<file path="src/rtl/assert_macros.svh">
// Assertion helpers for the depth deprojection block.
// The macros expect signals named clock and reset in the scope of use.
`ifndef ASSERT_MACROS_SVH
`define ASSERT_MACROS_SVH

// Plain property, sampled on the rising clock edge, off during reset.
`define DPU_ASSERT(label, prop, msg) \
   label: assert property (@(posedge clock) disable iff (reset) prop) \
      else $error(msg);

// Same-cycle implication.
`define DPU_ASSERT_IMPL(label, ante, cons, msg) \
   label: assert property (@(posedge clock) disable iff (reset) (ante) |-> (cons)) \
      else $error(msg);

`endif

</file>
<file path="src/rtl/dpu_pkg.sv">
// ----------------------------------------------------------------------------
// dpu_pkg
// Shared types and constants of the depth-to-point deprojection block.
// ----------------------------------------------------------------------------
package dpu_pkg;

   localparam int MAX_DIM    = 4096;
   localparam int MAX_POINTS = 16777216;

   localparam int DIM_W    = 13;   // frame_width / frame_height registers
   localparam int POS_W    = 12;   // column / row counters
   localparam int PTS_W    = 25;   // point counts
   localparam int PP_W     = 20;   // principal point, Q12.8
   localparam int INV_W    = 25;   // reciprocal focal length, Q1.24
   localparam int RAW_W    = 16;
   localparam int COORD_W  = 32;
   localparam int DEPTH_W  = 40;   // depth in Q24.16 before saturation
   localparam int MUL_W    = 32;
   localparam int CSR_AW   = 5;
   localparam int CSR_DW   = 32;
   localparam int RSP_DW   = 128;

   // register indexes (byte address / 4)
   localparam logic [2:0] REG_FRAME_WIDTH    = 3'd0;
   localparam logic [2:0] REG_FRAME_HEIGHT   = 3'd1;
   localparam logic [2:0] REG_DEPTH_SCALE    = 3'd2;
   localparam logic [2:0] REG_PRINCIPAL_X    = 3'd3;
   localparam logic [2:0] REG_PRINCIPAL_Y    = 3'd4;
   localparam logic [2:0] REG_INV_FOCAL_X    = 3'd5;
   localparam logic [2:0] REG_INV_FOCAL_Y    = 3'd6;
   localparam logic [2:0] REG_POINT_CAPACITY = 3'd7;

   typedef struct packed {
      logic [DIM_W-1:0] frame_width;
      logic [DIM_W-1:0] frame_height;
      logic [31:0]      depth_scale;
      logic [PP_W-1:0]  principal_x;
      logic [PP_W-1:0]  principal_y;
      logic [INV_W-1:0] inv_focal_x;
      logic [INV_W-1:0] inv_focal_y;
      logic [PTS_W-1:0] point_capacity;
   } cfg_type;

   typedef struct packed {
      logic [MUL_W-1:0] op_a;
      logic [MUL_W-1:0] op_b;
   } mul_req_type;

endpackage

</file>
<file path="src/rtl/dpu_csr.sv">
// ----------------------------------------------------------------------------
// dpu_csr
// APB-style register file holding the camera intrinsics and frame setup.
// ----------------------------------------------------------------------------
module dpu_csr (
   input  logic                        clock,
   input  logic                        reset,
   input  logic                        csr_psel,
   input  logic                        csr_penable,
   input  logic                        csr_pwrite,
   input  logic [dpu_pkg::CSR_AW-1:0]  csr_paddr,
   input  logic [dpu_pkg::CSR_DW-1:0]  csr_pwdata,
   output logic [dpu_pkg::CSR_DW-1:0]  csr_prdata,
   output logic                        csr_pready,
   output dpu_pkg::cfg_type            cfg
);

   dpu_pkg::cfg_type cfg_ff;
   dpu_pkg::cfg_type cfg_in;
   logic [2:0]       reg_idx;
   logic             wr_en;

   assign reg_idx    = csr_paddr[4:2];
   assign wr_en      = csr_psel && csr_penable && csr_pwrite;
   assign csr_pready = 1'b1;
   assign cfg        = cfg_ff;

   always_comb begin
      cfg_in = cfg_ff;
      if (wr_en) begin
         case (reg_idx)
            dpu_pkg::REG_FRAME_WIDTH:    cfg_in.frame_width    = csr_pwdata[12:0];
            dpu_pkg::REG_FRAME_HEIGHT:   cfg_in.frame_height   = csr_pwdata[12:0];
            dpu_pkg::REG_DEPTH_SCALE:    cfg_in.depth_scale    = csr_pwdata;
            dpu_pkg::REG_PRINCIPAL_X:    cfg_in.principal_x    = csr_pwdata[19:0];
            dpu_pkg::REG_PRINCIPAL_Y:    cfg_in.principal_y    = csr_pwdata[19:0];
            dpu_pkg::REG_INV_FOCAL_X:    cfg_in.inv_focal_x    = csr_pwdata[24:0];
            dpu_pkg::REG_INV_FOCAL_Y:    cfg_in.inv_focal_y    = csr_pwdata[24:0];
            dpu_pkg::REG_POINT_CAPACITY: cfg_in.point_capacity = csr_pwdata[24:0];
            default: ;
         endcase
      end
   end

   always_comb begin
      case (reg_idx)
         dpu_pkg::REG_FRAME_WIDTH:    csr_prdata = {19'd0, cfg_ff.frame_width};
         dpu_pkg::REG_FRAME_HEIGHT:   csr_prdata = {19'd0, cfg_ff.frame_height};
         dpu_pkg::REG_DEPTH_SCALE:    csr_prdata = cfg_ff.depth_scale;
         dpu_pkg::REG_PRINCIPAL_X:    csr_prdata = {12'd0, cfg_ff.principal_x};
         dpu_pkg::REG_PRINCIPAL_Y:    csr_prdata = {12'd0, cfg_ff.principal_y};
         dpu_pkg::REG_INV_FOCAL_X:    csr_prdata = {7'd0, cfg_ff.inv_focal_x};
         dpu_pkg::REG_INV_FOCAL_Y:    csr_prdata = {7'd0, cfg_ff.inv_focal_y};
         dpu_pkg::REG_POINT_CAPACITY: csr_prdata = {7'd0, cfg_ff.point_capacity};
         default:                     csr_prdata = '0;
      endcase
   end

   always_ff @(posedge clock) begin
      if (reset) begin
         cfg_ff.frame_width    <= 13'd640;
         cfg_ff.frame_height   <= 13'd480;
         cfg_ff.depth_scale    <= 32'd16777;
         cfg_ff.principal_x    <= '0;
         cfg_ff.principal_y    <= '0;
         cfg_ff.inv_focal_x    <= 25'(dpu_pkg::MAX_POINTS);
         cfg_ff.inv_focal_y    <= 25'(dpu_pkg::MAX_POINTS);
         cfg_ff.point_capacity <= 25'(dpu_pkg::MAX_POINTS);
      end else begin
         cfg_ff <= cfg_in;
      end
   end

endmodule

</file>
<file path="src/rtl/dpu_mul.sv">
// ----------------------------------------------------------------------------
// dpu_mul
// Shared 32x32 unsigned multiplier with a registered product.
// ----------------------------------------------------------------------------
module dpu_mul (
   input  logic                          clock,
   input  dpu_pkg::mul_req_type          mul_req,
   output logic [2*dpu_pkg::MUL_W-1:0]   mul_prod
);

   logic [2*dpu_pkg::MUL_W-1:0] prod_ff;
   logic [2*dpu_pkg::MUL_W-1:0] prod_in;

   assign prod_in  = {{dpu_pkg::MUL_W{1'b0}}, mul_req.op_a} *
                     {{dpu_pkg::MUL_W{1'b0}}, mul_req.op_b};
   assign mul_prod = prod_ff;

   always_ff @(posedge clock) begin
      prod_ff <= prod_in;
   end

endmodule

</file>
<file path="src/rtl/dpu_seq.sv">
// ----------------------------------------------------------------------------
// dpu_seq
// Sequencer: pixel position tracking, multi-word products on the shared
// multiplier, saturation, point counting and the result register.
// ----------------------------------------------------------------------------
module dpu_seq (
   input  logic                          clock,
   input  logic                          reset,
   input  dpu_pkg::cfg_type              cfg,
   input  logic                          req_tvalid,
   output logic                          req_tready,
   input  logic [dpu_pkg::RAW_W-1:0]     req_tdata,
   output logic                          rsp_tvalid,
   input  logic                          rsp_tready,
   output logic [dpu_pkg::RSP_DW-1:0]    rsp_tdata,
   output logic                          rsp_tuser,
   output logic                          rsp_tlast,
   output dpu_pkg::mul_req_type          mul_req,
   input  logic [2*dpu_pkg::MUL_W-1:0]   mul_prod
);

   localparam logic [2:0] ST_IDLE  = 3'd0;
   localparam logic [2:0] ST_DEPTH = 3'd1;  // product holds raw * scale
   localparam logic [2:0] ST_AHI   = 3'd2;  // product holds depth_hi * offset
   localparam logic [2:0] ST_ALO   = 3'd3;  // product holds depth_lo * offset
   localparam logic [2:0] ST_MLO   = 3'd4;  // product holds a_lo * inv
   localparam logic [2:0] ST_MHI   = 3'd5;  // product holds a_hi * inv
   localparam logic [2:0] ST_DONE  = 3'd6;

   function automatic logic [dpu_pkg::DIM_W-1:0] clamp_dim(
      input logic [dpu_pkg::DIM_W-1:0] v);
      logic [dpu_pkg::DIM_W-1:0] r;
      if (v == '0)
         r = dpu_pkg::DIM_W'(1);
      else if (v > dpu_pkg::DIM_W'(dpu_pkg::MAX_DIM))
         r = dpu_pkg::DIM_W'(dpu_pkg::MAX_DIM);
      else
         r = v;
      return r;
   endfunction

   logic [2:0]                   state_ff, state_in;
   logic [dpu_pkg::POS_W-1:0]    col_ff, col_in;
   logic [dpu_pkg::POS_W-1:0]    row_ff, row_in;
   logic [dpu_pkg::PTS_W-1:0]    pts_ff, pts_in;
   logic                         row_end_ff, row_end_in;
   logic                         fend_ff, fend_in;
   logic                         cap_ok_ff, cap_ok_in;
   logic                         emit_ff, emit_in;
   logic                         axis_ff, axis_in;
   logic [dpu_pkg::PP_W-1:0]     off_x_ff, off_x_in;
   logic [dpu_pkg::PP_W-1:0]     off_y_ff, off_y_in;
   logic                         neg_x_ff, neg_x_in;
   logic                         neg_y_ff, neg_y_in;
   logic [dpu_pkg::DEPTH_W-1:0]  d_ff, d_in;
   logic [28:0]                  ahi_ff, ahi_in;
   logic [dpu_pkg::INV_W-1:0]    frac_ff, frac_in;
   logic [dpu_pkg::COORD_W-1:0]  x_ff, x_in;
   logic [dpu_pkg::COORD_W-1:0]  y_ff, y_in;
   logic                         out_valid_ff, out_valid_in;
   logic [dpu_pkg::RSP_DW-1:0]   out_data_ff, out_data_in;
   logic                         out_user_ff, out_user_in;
   logic                         out_last_ff, out_last_in;

   logic [dpu_pkg::DIM_W-1:0]    w_lim;
   logic [dpu_pkg::DIM_W-1:0]    h_lim;
   logic [dpu_pkg::PTS_W-1:0]    cap_lim;
   logic                         row_end_now;
   logic                         fend_now;
   logic [dpu_pkg::PP_W-1:0]     pix_x, pix_y;
   logic [dpu_pkg::PP_W-1:0]     off_sel;
   logic [dpu_pkg::INV_W-1:0]    inv_sel;
   logic                         neg_sel;
   logic [54:0]                  m_sum;
   logic [dpu_pkg::COORD_W-1:0]  coord_sat;
   logic [dpu_pkg::PTS_W-1:0]    pts_next;
   logic [dpu_pkg::COORD_W-1:0]  z_sat;
   logic                         accept;
   logic                         has_result;
   logic                         can_load;

   assign w_lim   = clamp_dim(cfg.frame_width);
   assign h_lim   = clamp_dim(cfg.frame_height);
   assign cap_lim = (cfg.point_capacity > dpu_pkg::PTS_W'(dpu_pkg::MAX_POINTS)) ?
                    dpu_pkg::PTS_W'(dpu_pkg::MAX_POINTS) : cfg.point_capacity;

   assign row_end_now = {1'b0, col_ff} >= (w_lim - dpu_pkg::DIM_W'(1));
   assign fend_now    = row_end_now && ({1'b0, row_ff} >= (h_lim - dpu_pkg::DIM_W'(1)));

   assign pix_x = {col_ff, 8'd0};
   assign pix_y = {row_ff, 8'd0};

   assign off_sel = axis_ff ? off_y_ff : off_x_ff;
   assign inv_sel = axis_ff ? cfg.inv_focal_y : cfg.inv_focal_x;
   assign neg_sel = axis_ff ? neg_y_ff : neg_x_ff;

   // floor(D*|off|*inv / 2^32) = a_hi*inv + floor(a_lo*inv / 2^32)
   assign m_sum = {1'b0, mul_prod[53:0]} + 55'(frac_ff);

   always_comb begin
      if (neg_sel)
         coord_sat = (m_sum >= 55'h8000_0000) ? 32'h8000_0000 : (32'd0 - m_sum[31:0]);
      else
         coord_sat = (m_sum > 55'h7FFF_FFFF) ? 32'h7FFF_FFFF : m_sum[31:0];
   end

   assign z_sat    = (d_ff[39:32] != 8'd0) ? 32'hFFFF_FFFF : d_ff[31:0];
   assign pts_next = emit_ff ? (pts_ff + dpu_pkg::PTS_W'(1)) : pts_ff;

   assign req_tready = (state_ff == ST_IDLE);
   assign accept     = req_tvalid && req_tready;
   assign has_result = emit_ff || fend_ff;
   assign can_load   = !out_valid_ff || rsp_tready;

   // operand select for the shared multiplier
   always_comb begin
      mul_req.op_a = '0;
      mul_req.op_b = '0;
      case (state_ff)
         ST_IDLE: begin
            mul_req.op_a = {16'd0, req_tdata};
            mul_req.op_b = cfg.depth_scale;
         end
         ST_DEPTH: begin
            mul_req.op_a = {24'd0, mul_prod[47:40]};
            mul_req.op_b = {12'd0, off_x_ff};
         end
         ST_AHI: begin
            mul_req.op_a = d_ff[31:0];
            mul_req.op_b = {12'd0, off_sel};
         end
         ST_ALO: begin
            mul_req.op_a = mul_prod[31:0];
            mul_req.op_b = {7'd0, inv_sel};
         end
         ST_MLO: begin
            mul_req.op_a = {3'd0, ahi_ff};
            mul_req.op_b = {7'd0, inv_sel};
         end
         ST_MHI: begin
            // start of the row axis; unused after it
            mul_req.op_a = {24'd0, d_ff[39:32]};
            mul_req.op_b = {12'd0, off_y_ff};
         end
         default: ;
      endcase
   end

   always_comb begin
      state_in     = state_ff;
      col_in       = col_ff;
      row_in       = row_ff;
      pts_in       = pts_ff;
      row_end_in   = row_end_ff;
      fend_in      = fend_ff;
      cap_ok_in    = cap_ok_ff;
      emit_in      = emit_ff;
      axis_in      = axis_ff;
      off_x_in     = off_x_ff;
      off_y_in     = off_y_ff;
      neg_x_in     = neg_x_ff;
      neg_y_in     = neg_y_ff;
      d_in         = d_ff;
      ahi_in       = ahi_ff;
      frac_in      = frac_ff;
      x_in         = x_ff;
      y_in         = y_ff;
      out_valid_in = out_valid_ff && !rsp_tready;
      out_data_in  = out_data_ff;
      out_user_in  = out_user_ff;
      out_last_in  = out_last_ff;

      case (state_ff)
         ST_IDLE: begin
            if (accept) begin
               row_end_in = row_end_now;
               fend_in    = fend_now;
               cap_ok_in  = pts_ff < cap_lim;
               axis_in    = 1'b0;
               neg_x_in   = pix_x < cfg.principal_x;
               off_x_in   = (pix_x < cfg.principal_x) ? (cfg.principal_x - pix_x) :
                                                        (pix_x - cfg.principal_x);
               neg_y_in   = pix_y < cfg.principal_y;
               off_y_in   = (pix_y < cfg.principal_y) ? (cfg.principal_y - pix_y) :
                                                        (pix_y - cfg.principal_y);
               state_in   = ST_DEPTH;
            end
         end
         ST_DEPTH: begin
            d_in    = mul_prod[47:8];
            emit_in = cap_ok_ff && (mul_prod[47:0] != 48'd0);
            state_in = (cap_ok_ff && (mul_prod[47:0] != 48'd0)) ? ST_AHI : ST_DONE;
         end
         ST_AHI: begin
            ahi_in   = mul_prod[28:0];
            state_in = ST_ALO;
         end
         ST_ALO: begin
            ahi_in   = ahi_ff + {8'd0, mul_prod[52:32]};
            state_in = ST_MLO;
         end
         ST_MLO: begin
            frac_in  = mul_prod[56:32];
            state_in = ST_MHI;
         end
         ST_MHI: begin
            if (!axis_ff) begin
               x_in     = coord_sat;
               axis_in  = 1'b1;
               state_in = ST_AHI;
            end else begin
               y_in     = coord_sat;
               state_in = ST_DONE;
            end
         end
         ST_DONE: begin
            if (!has_result || can_load) begin
               if (has_result) begin
                  out_valid_in = 1'b1;
                  out_data_in  = {7'd0, pts_next, z_sat,
                                  emit_ff ? y_ff : 32'd0,
                                  emit_ff ? x_ff : 32'd0};
                  out_user_in  = emit_ff;
                  out_last_in  = fend_ff;
               end
               if (fend_ff) begin
                  col_in = '0;
                  row_in = '0;
                  pts_in = '0;
               end else if (row_end_ff) begin
                  col_in = '0;
                  row_in = row_ff + dpu_pkg::POS_W'(1);
                  pts_in = pts_next;
               end else begin
                  col_in = col_ff + dpu_pkg::POS_W'(1);
                  pts_in = pts_next;
               end
               state_in = ST_IDLE;
            end
         end
         default: state_in = ST_IDLE;
      endcase
   end

   // z is zero on a frame-end-only result since the depth path never ran
   // with a point; force it so
   always_ff @(posedge clock) begin
      if (reset) begin
         state_ff     <= ST_IDLE;
         col_ff       <= '0;
         row_ff       <= '0;
         pts_ff       <= '0;
         out_valid_ff <= 1'b0;
         emit_ff      <= 1'b0;
         fend_ff      <= 1'b0;
         axis_ff      <= 1'b0;
      end else begin
         state_ff     <= state_in;
         col_ff       <= col_in;
         row_ff       <= row_in;
         pts_ff       <= pts_in;
         out_valid_ff <= out_valid_in;
         emit_ff      <= emit_in;
         fend_ff      <= fend_in;
         axis_ff      <= axis_in;
      end
   end

   always_ff @(posedge clock) begin
      row_end_ff  <= row_end_in;
      cap_ok_ff   <= cap_ok_in;
      off_x_ff    <= off_x_in;
      off_y_ff    <= off_y_in;
      neg_x_ff    <= neg_x_in;
      neg_y_ff    <= neg_y_in;
      d_ff        <= (state_ff == ST_DEPTH && !emit_in) ? '0 : d_in;
      ahi_ff      <= ahi_in;
      frac_ff     <= frac_in;
      x_ff        <= x_in;
      y_ff        <= y_in;
      out_data_ff <= out_data_in;
      out_user_ff <= out_user_in;
      out_last_ff <= out_last_in;
   end

   assign rsp_tvalid = out_valid_ff;
   assign rsp_tdata  = out_data_ff;
   assign rsp_tuser  = out_user_ff;
   assign rsp_tlast  = out_last_ff;

endmodule

</file>
<file path="src/rtl/depth_to_point_unproject_top.sv">
// ----------------------------------------------------------------------------
// depth_to_point_unproject_top
// Pinhole-camera deprojection of a row-major depth stream to 3D points.
// ----------------------------------------------------------------------------
// Usage:
//  req_* carries one raw 16-bit depth pixel per request, row-major; the block
//  tracks column and row itself from frame_width and frame_height.
//  rsp_* carries a point (x, y, z in Q16.16 metres, saturated) for each pixel
//  with nonzero depth while the frame's point capacity lasts, and always one
//  result on the last pixel of a frame (tlast) with the frame's point count.
//  Datapath: all products go through a single 32x32 multiplier, two partial
//  products per step, four per axis. A pixel that yields a point runs the
//  depth product, then the column axis and the row axis, and then loads the
//  result register; a skipped pixel, also a frame end without a point, goes
//  from the depth product straight to ST_DONE. The next request is taken
//  only once the block is idle again; req_tready is low while busy.
//  Results wait in an output register; a stalled rsp_tready holds the block
//  only when a new result is ready to go out, so pixels without a result pass
//  and the next result is formed during a stall. Reset restores the register
//  defaults and restarts the frame at row 0, column 0 with a point count of
//  zero. The user must write csr_* while idle; the block does not enforce it.
// ----------------------------------------------------------------------------
`include "assert_macros.svh"

module depth_to_point_unproject_top (
   input  logic                         clock,
   input  logic                         reset,
   // request: [15:0] depth_raw
   input  logic                         req_tvalid,
   output logic                         req_tready,
   input  logic [dpu_pkg::RAW_W-1:0]    req_tdata,
   // result: [31:0] point_x, [63:32] point_y, [95:64] point_z,
   //         [120:96] used_count, [127:121] zero
   output logic                         rsp_tvalid,
   input  logic                         rsp_tready,
   output logic [dpu_pkg::RSP_DW-1:0]   rsp_tdata,
   // [0] point_valid
   output logic                         rsp_tuser,
   output logic                         rsp_tlast,
   input  logic                         csr_psel,
   input  logic                         csr_penable,
   input  logic                         csr_pwrite,
   input  logic [dpu_pkg::CSR_AW-1:0]   csr_paddr,
   input  logic [dpu_pkg::CSR_DW-1:0]   csr_pwdata,
   output logic [dpu_pkg::CSR_DW-1:0]   csr_prdata,
   output logic                         csr_pready
);

   dpu_pkg::cfg_type                 cfg;
   dpu_pkg::mul_req_type             mul_req;
   logic [2*dpu_pkg::MUL_W-1:0]      mul_prod;

   dpu_csr u_csr (
      .clock       (clock),
      .reset       (reset),
      .csr_psel    (csr_psel),
      .csr_penable (csr_penable),
      .csr_pwrite  (csr_pwrite),
      .csr_paddr   (csr_paddr),
      .csr_pwdata  (csr_pwdata),
      .csr_prdata  (csr_prdata),
      .csr_pready  (csr_pready),
      .cfg         (cfg)
   );

   dpu_mul u_mul (
      .clock    (clock),
      .mul_req  (mul_req),
      .mul_prod (mul_prod)
   );

   dpu_seq u_seq (
      .clock      (clock),
      .reset      (reset),
      .cfg        (cfg),
      .req_tvalid (req_tvalid),
      .req_tready (req_tready),
      .req_tdata  (req_tdata),
      .rsp_tvalid (rsp_tvalid),
      .rsp_tready (rsp_tready),
      .rsp_tdata  (rsp_tdata),
      .rsp_tuser  (rsp_tuser),
      .rsp_tlast  (rsp_tlast),
      .mul_req    (mul_req),
      .mul_prod   (mul_prod)
   );

   `DPU_ASSERT(a_busy_after_accept, (req_tvalid && req_tready) |=> !req_tready, "request taken while busy")
   `DPU_ASSERT_IMPL(a_empty_is_frame_end, rsp_tvalid && !rsp_tuser, rsp_tlast, "pointless result not at frame end")
   `DPU_ASSERT_IMPL(a_empty_is_zero, rsp_tvalid && !rsp_tuser, rsp_tdata[95:0] == 96'd0, "pointless result has nonzero coordinates")
   `DPU_ASSERT_IMPL(a_point_counted, rsp_tvalid && rsp_tuser, rsp_tdata[120:96] != 25'd0, "point result with zero count")

endmodule
</file>
<file path="config.mk">
export PLATFORM = sky130hd
export DESIGN_NAME = depth_to_point_unproject_top
export DESIGN_NICKNAME = d
export VERILOG_FILES = /design/src/rtl/dpu_pkg.sv /design/src/rtl/dpu_csr.sv /design/src/rtl/dpu_mul.sv /design/src/rtl/dpu_seq.sv /design/src/rtl/depth_to_point_unproject_top.sv
export VERILOG_INCLUDE_DIRS = /design/src /design/src/rtl
export SDC_FILE = /design/constraint.sdc
export NUM_CORES = 2
export LEC_CHECK = 0
export BUFFER_PORTS_ARGS = -buffer_cell sky130_fd_sc_hd__buf_2
export CAP_MARGIN = 20
export CORE_ASPECT_RATIO = 1.75
export CORE_MARGIN = 2
export CORE_UTILIZATION = 45
export CTS_BUF_LIST = sky130_fd_sc_hd__clkbuf_8
export DETAILED_ROUTE_END_ITERATION = 6
export GPL_TIMING_DRIVEN = 1
export PLACE_DENSITY_LB_ADDON = 0.1
export SYNTH_ARGS = -nofsm -noshare
export SYNTH_HDL_FRONTEND = slang
export SYNTH_HIERARCHICAL = 1
export SYNTH_SLANG_ARGS = --single-unit
</file>
<file path="constraint.sdc">
create_clock -name clock -period 13.6 [get_ports clock]
set_input_delay 3.4 -clock clock [delete_from_list [all_inputs] [get_ports clock]]
set_output_delay 3.4 -clock clock [all_outputs]
set_load 0.05 [all_outputs]
</file>
Word level (Yosys, flattened, before mapping) --
Cells that the tools add are included.
Operators by class: bitwise gates (word level) 1, equality and inequality tests 15, order comparisons 10, $mul 1, $add $sub $neg 12, muxes and demuxes 33, reduce and logical (&&, ||, !) cells 39
Operators with widths (count):
- $pmux 64 s6 | 1
- $pmux 32 s8 | 1
- $mux 25 | 4
- $mux 32 | 3
- $sub 20x20->20 | 4
- $mux 20 | 3
- $pmux 29 s2 | 1
- $mul 32x32->57 | 1
- $add 54x25->55 | 1
- $ge 55x32->1 const B | 1
- $gt 55x31->1 const B | 1
- $mux 13 | 4
- $mux 12 | 4
- $reduce_bool 48->1 | 1
- $lt 20x20->1 | 2
- $sub 1x32->32 const A | 1
- $add 29x21->29 | 1
- $reduce_and 2->1 | 14
- $ge 12x13->1 | 2
- $gt 13x13->1 const B | 2
- $logic_not 13->1 | 2
- $sub 13x1->13 const B | 2
- $add 25x1->25 const B | 1
- $gt 25x25->1 const B | 1
- other kinds (19) | 53
Word-level totals: input bits 60, word-level logic and storage cells 144, register bits after elaboration 611

Depth between registers and ports, before layout --
word-level depth 6, gate-level depth with buffers 36, depth with buffers taken out 32

Hierarchy --
The synthesis kept the hierarchy.
Modules (own cells, without submodules):
- dpu_mul | times used 1, sequential area each 1281.2 um2, cells an instance 3840, area each 34874.7 um2
- dpu_seq | times used 1, sequential area each 10480.1 um2, cells an instance 2604, area each 24523.5 um2
- dpu_csr | times used 1, sequential area each 3463.3 um2, cells an instance 973, area each 7527.2 um2

Worst setup path before layout --
OpenSTA, ideal clock, no wires.
kind input-to-reg, start in req_tdata[5] in the netlist's numbering, end reg u_mul/mul_prod[62] (netlist name), arrival time 10.946 ns, stages 29, slack 2.527 ns, path through mux4_2 mux2_2 clkbuf_1 and2_1 fa_1 inv_1 fa_1 inv_1 fa_1 inv_1 fa_1 inv_1 fa_1 fa_1 fa_1 inv_1 fa_1 inv_1 ha_1 buf_2 nand2_1 nor3b_2 a221oi_1 o21a_1 o21a_1 a2111oi_2 or2_2 a2111oi_0 or3_1
RTL lines:
- from (decl) | RTL line depth_to_point_unproject_top.sv:31 | input logic [dpu_pkg::RAW_W-1:0] req_tdata,

==> metrics.md <==
| Metric | Value |
|---|---|
| Drc violations | `0` |
| Worst hold stages | `0` |
| H-tree depth | `3` |
| Vias in the first global route | `55100` |
| Setup crit end kind | `flip-flop` |
| RD Place Congestion | `0.978` |
| CTS resizes | `0` |
| 1st-iter DRT viols | `3260` |
| RSZ-0062 raised after global routing | `no` |
| Cells after Synth | `7251` |
| CP Max Fanout | `12` |
| Pwr per Cell Area | `174 nW/um2` |
| Post-CTS Hold Fix Bufs | `0` |
| Root buffer cell | `clkbuf_8` |
| Largest net degree at the start of global routing | `115` |
| DP Wirelength | `176000 um` |
| Leak | `30.8 nW` |
| CTS tree | `built` |
| Data required, critical path | `14350 ps` |
| Post-route ant nets | `0` |
| Final Cycle Share | `0.880` |
| Setup violators final | `0` |
| Post CTS Setup Buffer Count | `0` |
| Synth-to-layout area growth | `7.26%` |
| Worst reg-to-reg path cell count | `30` |
| Die X | `292 um` |
| Via count | `52100` |
| Worst setup margin | `1640 ps` |
| Hold Fails Final Rpt | `0` |
| Initial core utilization | `0.452` |
| First-pass GRT wire length | `344000 um` |
| Worst VDD drop | `350 uV` |
| Worst Max-Slew Pin Slew | `1260 ps` |
| Initial antenna violation count | `15` |
| Status | `complete, no violations` |
| Routed len/inst | `25.1 um` |
| Headroom to the max-slew limit | `0.158` |
| Row count | `185` |
| Setup Skew | `47.1 ps` |
| Die height | `508 um` |
| Routed wire length | `231000 um` |
| Arrival @ worst endpoint | `12710 ps` |
| Setup TNS | `0 ps` |
| Worst setup SP type | `input pin` |
| Drt first pass iters | `5` |
| Via-to-Cell Ratio | `5.66` |
| Pins Over Slew Limit | `0` |
| Warnings from Yosys | `6` |
| Worst hold margin | `410 ps` |
| Total core area | `145000 um2` |
| Die ar. | `149000 um2` |
| Global route total overflow | `0` |
| # Max-Cap Violations | `0` |
| Fraction of layout cells with a size suffix above 1 | `0.0904` |
| Hold Crit Class | `flip-flop to flip-flop` |
| Mapped Area | `65400 um2` |
| Total track usage | `0.314` |
| Pre-CTS worst setup slack | `1030 ps` |
| CTS buffer count | `94` |
| Fmax | `83.6 MHz` |
| Syn_area_per_cell | `9.02 um2` |
| I/O Buffers | `214` |
| Layout Nets | `8561` |
| Clock Latency Late Sink | `830 ps` |
| Ports | `225` |
| Crit path kind | `input pin to flip-flop` |
| CTS max path bufs | `3` |
| Clock-pin transition on the worst setup and hold timing paths | `60 ps` |
| Tmin final | `11960 ps` |
| Clk sink count | `611` |
-- state kept, by name, summed over array words and instances, names as in the netlist --
name,count
u_seq/y_ff,32
u_seq/row_end_ff,1
u_mul/mul_prod,57
u_seq/rsp_tlast,1
u_seq/rsp_tdata,121
u_seq/off_x_ff,20
u_csr/cfg,173
u_seq/frac_ff,25
u_seq/off_y_ff,20
u_seq/rsp_tuser,1
u_seq/col_ff,12
u_seq/neg_x_ff,1
u_seq/emit_ff,1
u_seq/pts_ff,25
u_seq/x_ff,32
u_seq/row_ff,12
u_seq/rsp_tvalid,1
u_seq/neg_y_ff,1
u_seq/fend_ff,1
u_seq/state_ff,3
u_seq/d_ff,40
u_seq/cap_ok_ff,1
u_seq/axis_ff,1
u_seq/ahi_ff,29
-- layout by cell type (no fill, tap or decap), types with 68 or more instances in the layout --
cell / n
mux2i_1: 87
dfxtp_1: 324
nor2_1: 251
buf_2: 213
xnor2_1: 116
nor3_1: 88
o21ai_0: 197
xor2_1: 83
nand3_1: 68
fa_1: 887
buf_4: 134
a21oi_1: 341
clkbuf_8: 116
ha_1: 369
edfxtp_1: 285
and2_1: 661
inv_1: 1058
nand2_1: 1127
-- per-stage QoR --
stage | util | cells | cell area (um2) | total power, mW
finish | 0.485 | 9201 | 70200 | 12.2
global route | 0.485 | 9192 | 70200 | 13.1
CTS | 0.485 | 9190 | 70100 | 12.2
detailed placement | 0.471 | 9018 | 68200 | 10.5
global placement | 0.471 | 9017 | 68200 | 10.5
floorplan | - | 7257 | 65400 | 7.94
-- area by class of cell --
type,instances,area (um2)
antenna,10,25.0
clock buffer,116,1600
clock inverter,56,362
fill,14000,74500
inverter,1033,3880
multi-input combinational,5155,44800
sequential,611,15100
tap,1870,2340
timing repair buffer,350,2120
-- routing by layer --
metal | track usage | share of wire | up-vias
met3 | 0.0417 | 0.050 | 778
met1 | 0.305 | 0.32 | 26100
met4 | 0.271 | 0.099 | 8
met2 | 0.581 | 0.53 | 1955
li1 | - | - | 23200
met5 | 0 | 0.00019 | -
-- power breakdown --
part / total [mW] / switching (mW) / internal [mW]
logic: 8.05 / 5.24 / 2.81
clock network: 1.64 / 0.791 / 0.847
registers: 2.49 / 0.272 / 2.22
total: 12.2 / 6.30 / 5.88
-- critical path: stages --
cell      delay, ps
buf_2           120
a22oi_1         380
nand4_1         900
buf_4           530
and2_1          180
fa_1            520
fa_1            520
inv_1            50
fa_1            510
fa_1            410
inv_1            90
fa_1            400
fa_1            470
fa_1            550
inv_1            60
fa_1            550
inv_1            50
ha_1            590
and3_1          370
nand2_1         110
nor4_1          490
buf_4           240
nor3_1           80
o31ai_1         470
a21boi_0        240
o21ai_0         240
xor2_1          170
-- path summary, 6_finish.rpt --
path,end,startpoint,slack [ps]
min,u_seq/frac_ff[22],u_mul/mul_prod[54],410
max,u_mul/mul_prod[37],req_tdata[6],1640
min reg2reg,u_seq/frac_ff[22],u_mul/mul_prod[54],410
max reg2reg,u_mul/mul_prod[50],u_seq/state_ff[1],2210
Note: power is estimated with default switching activity, not from simulation.
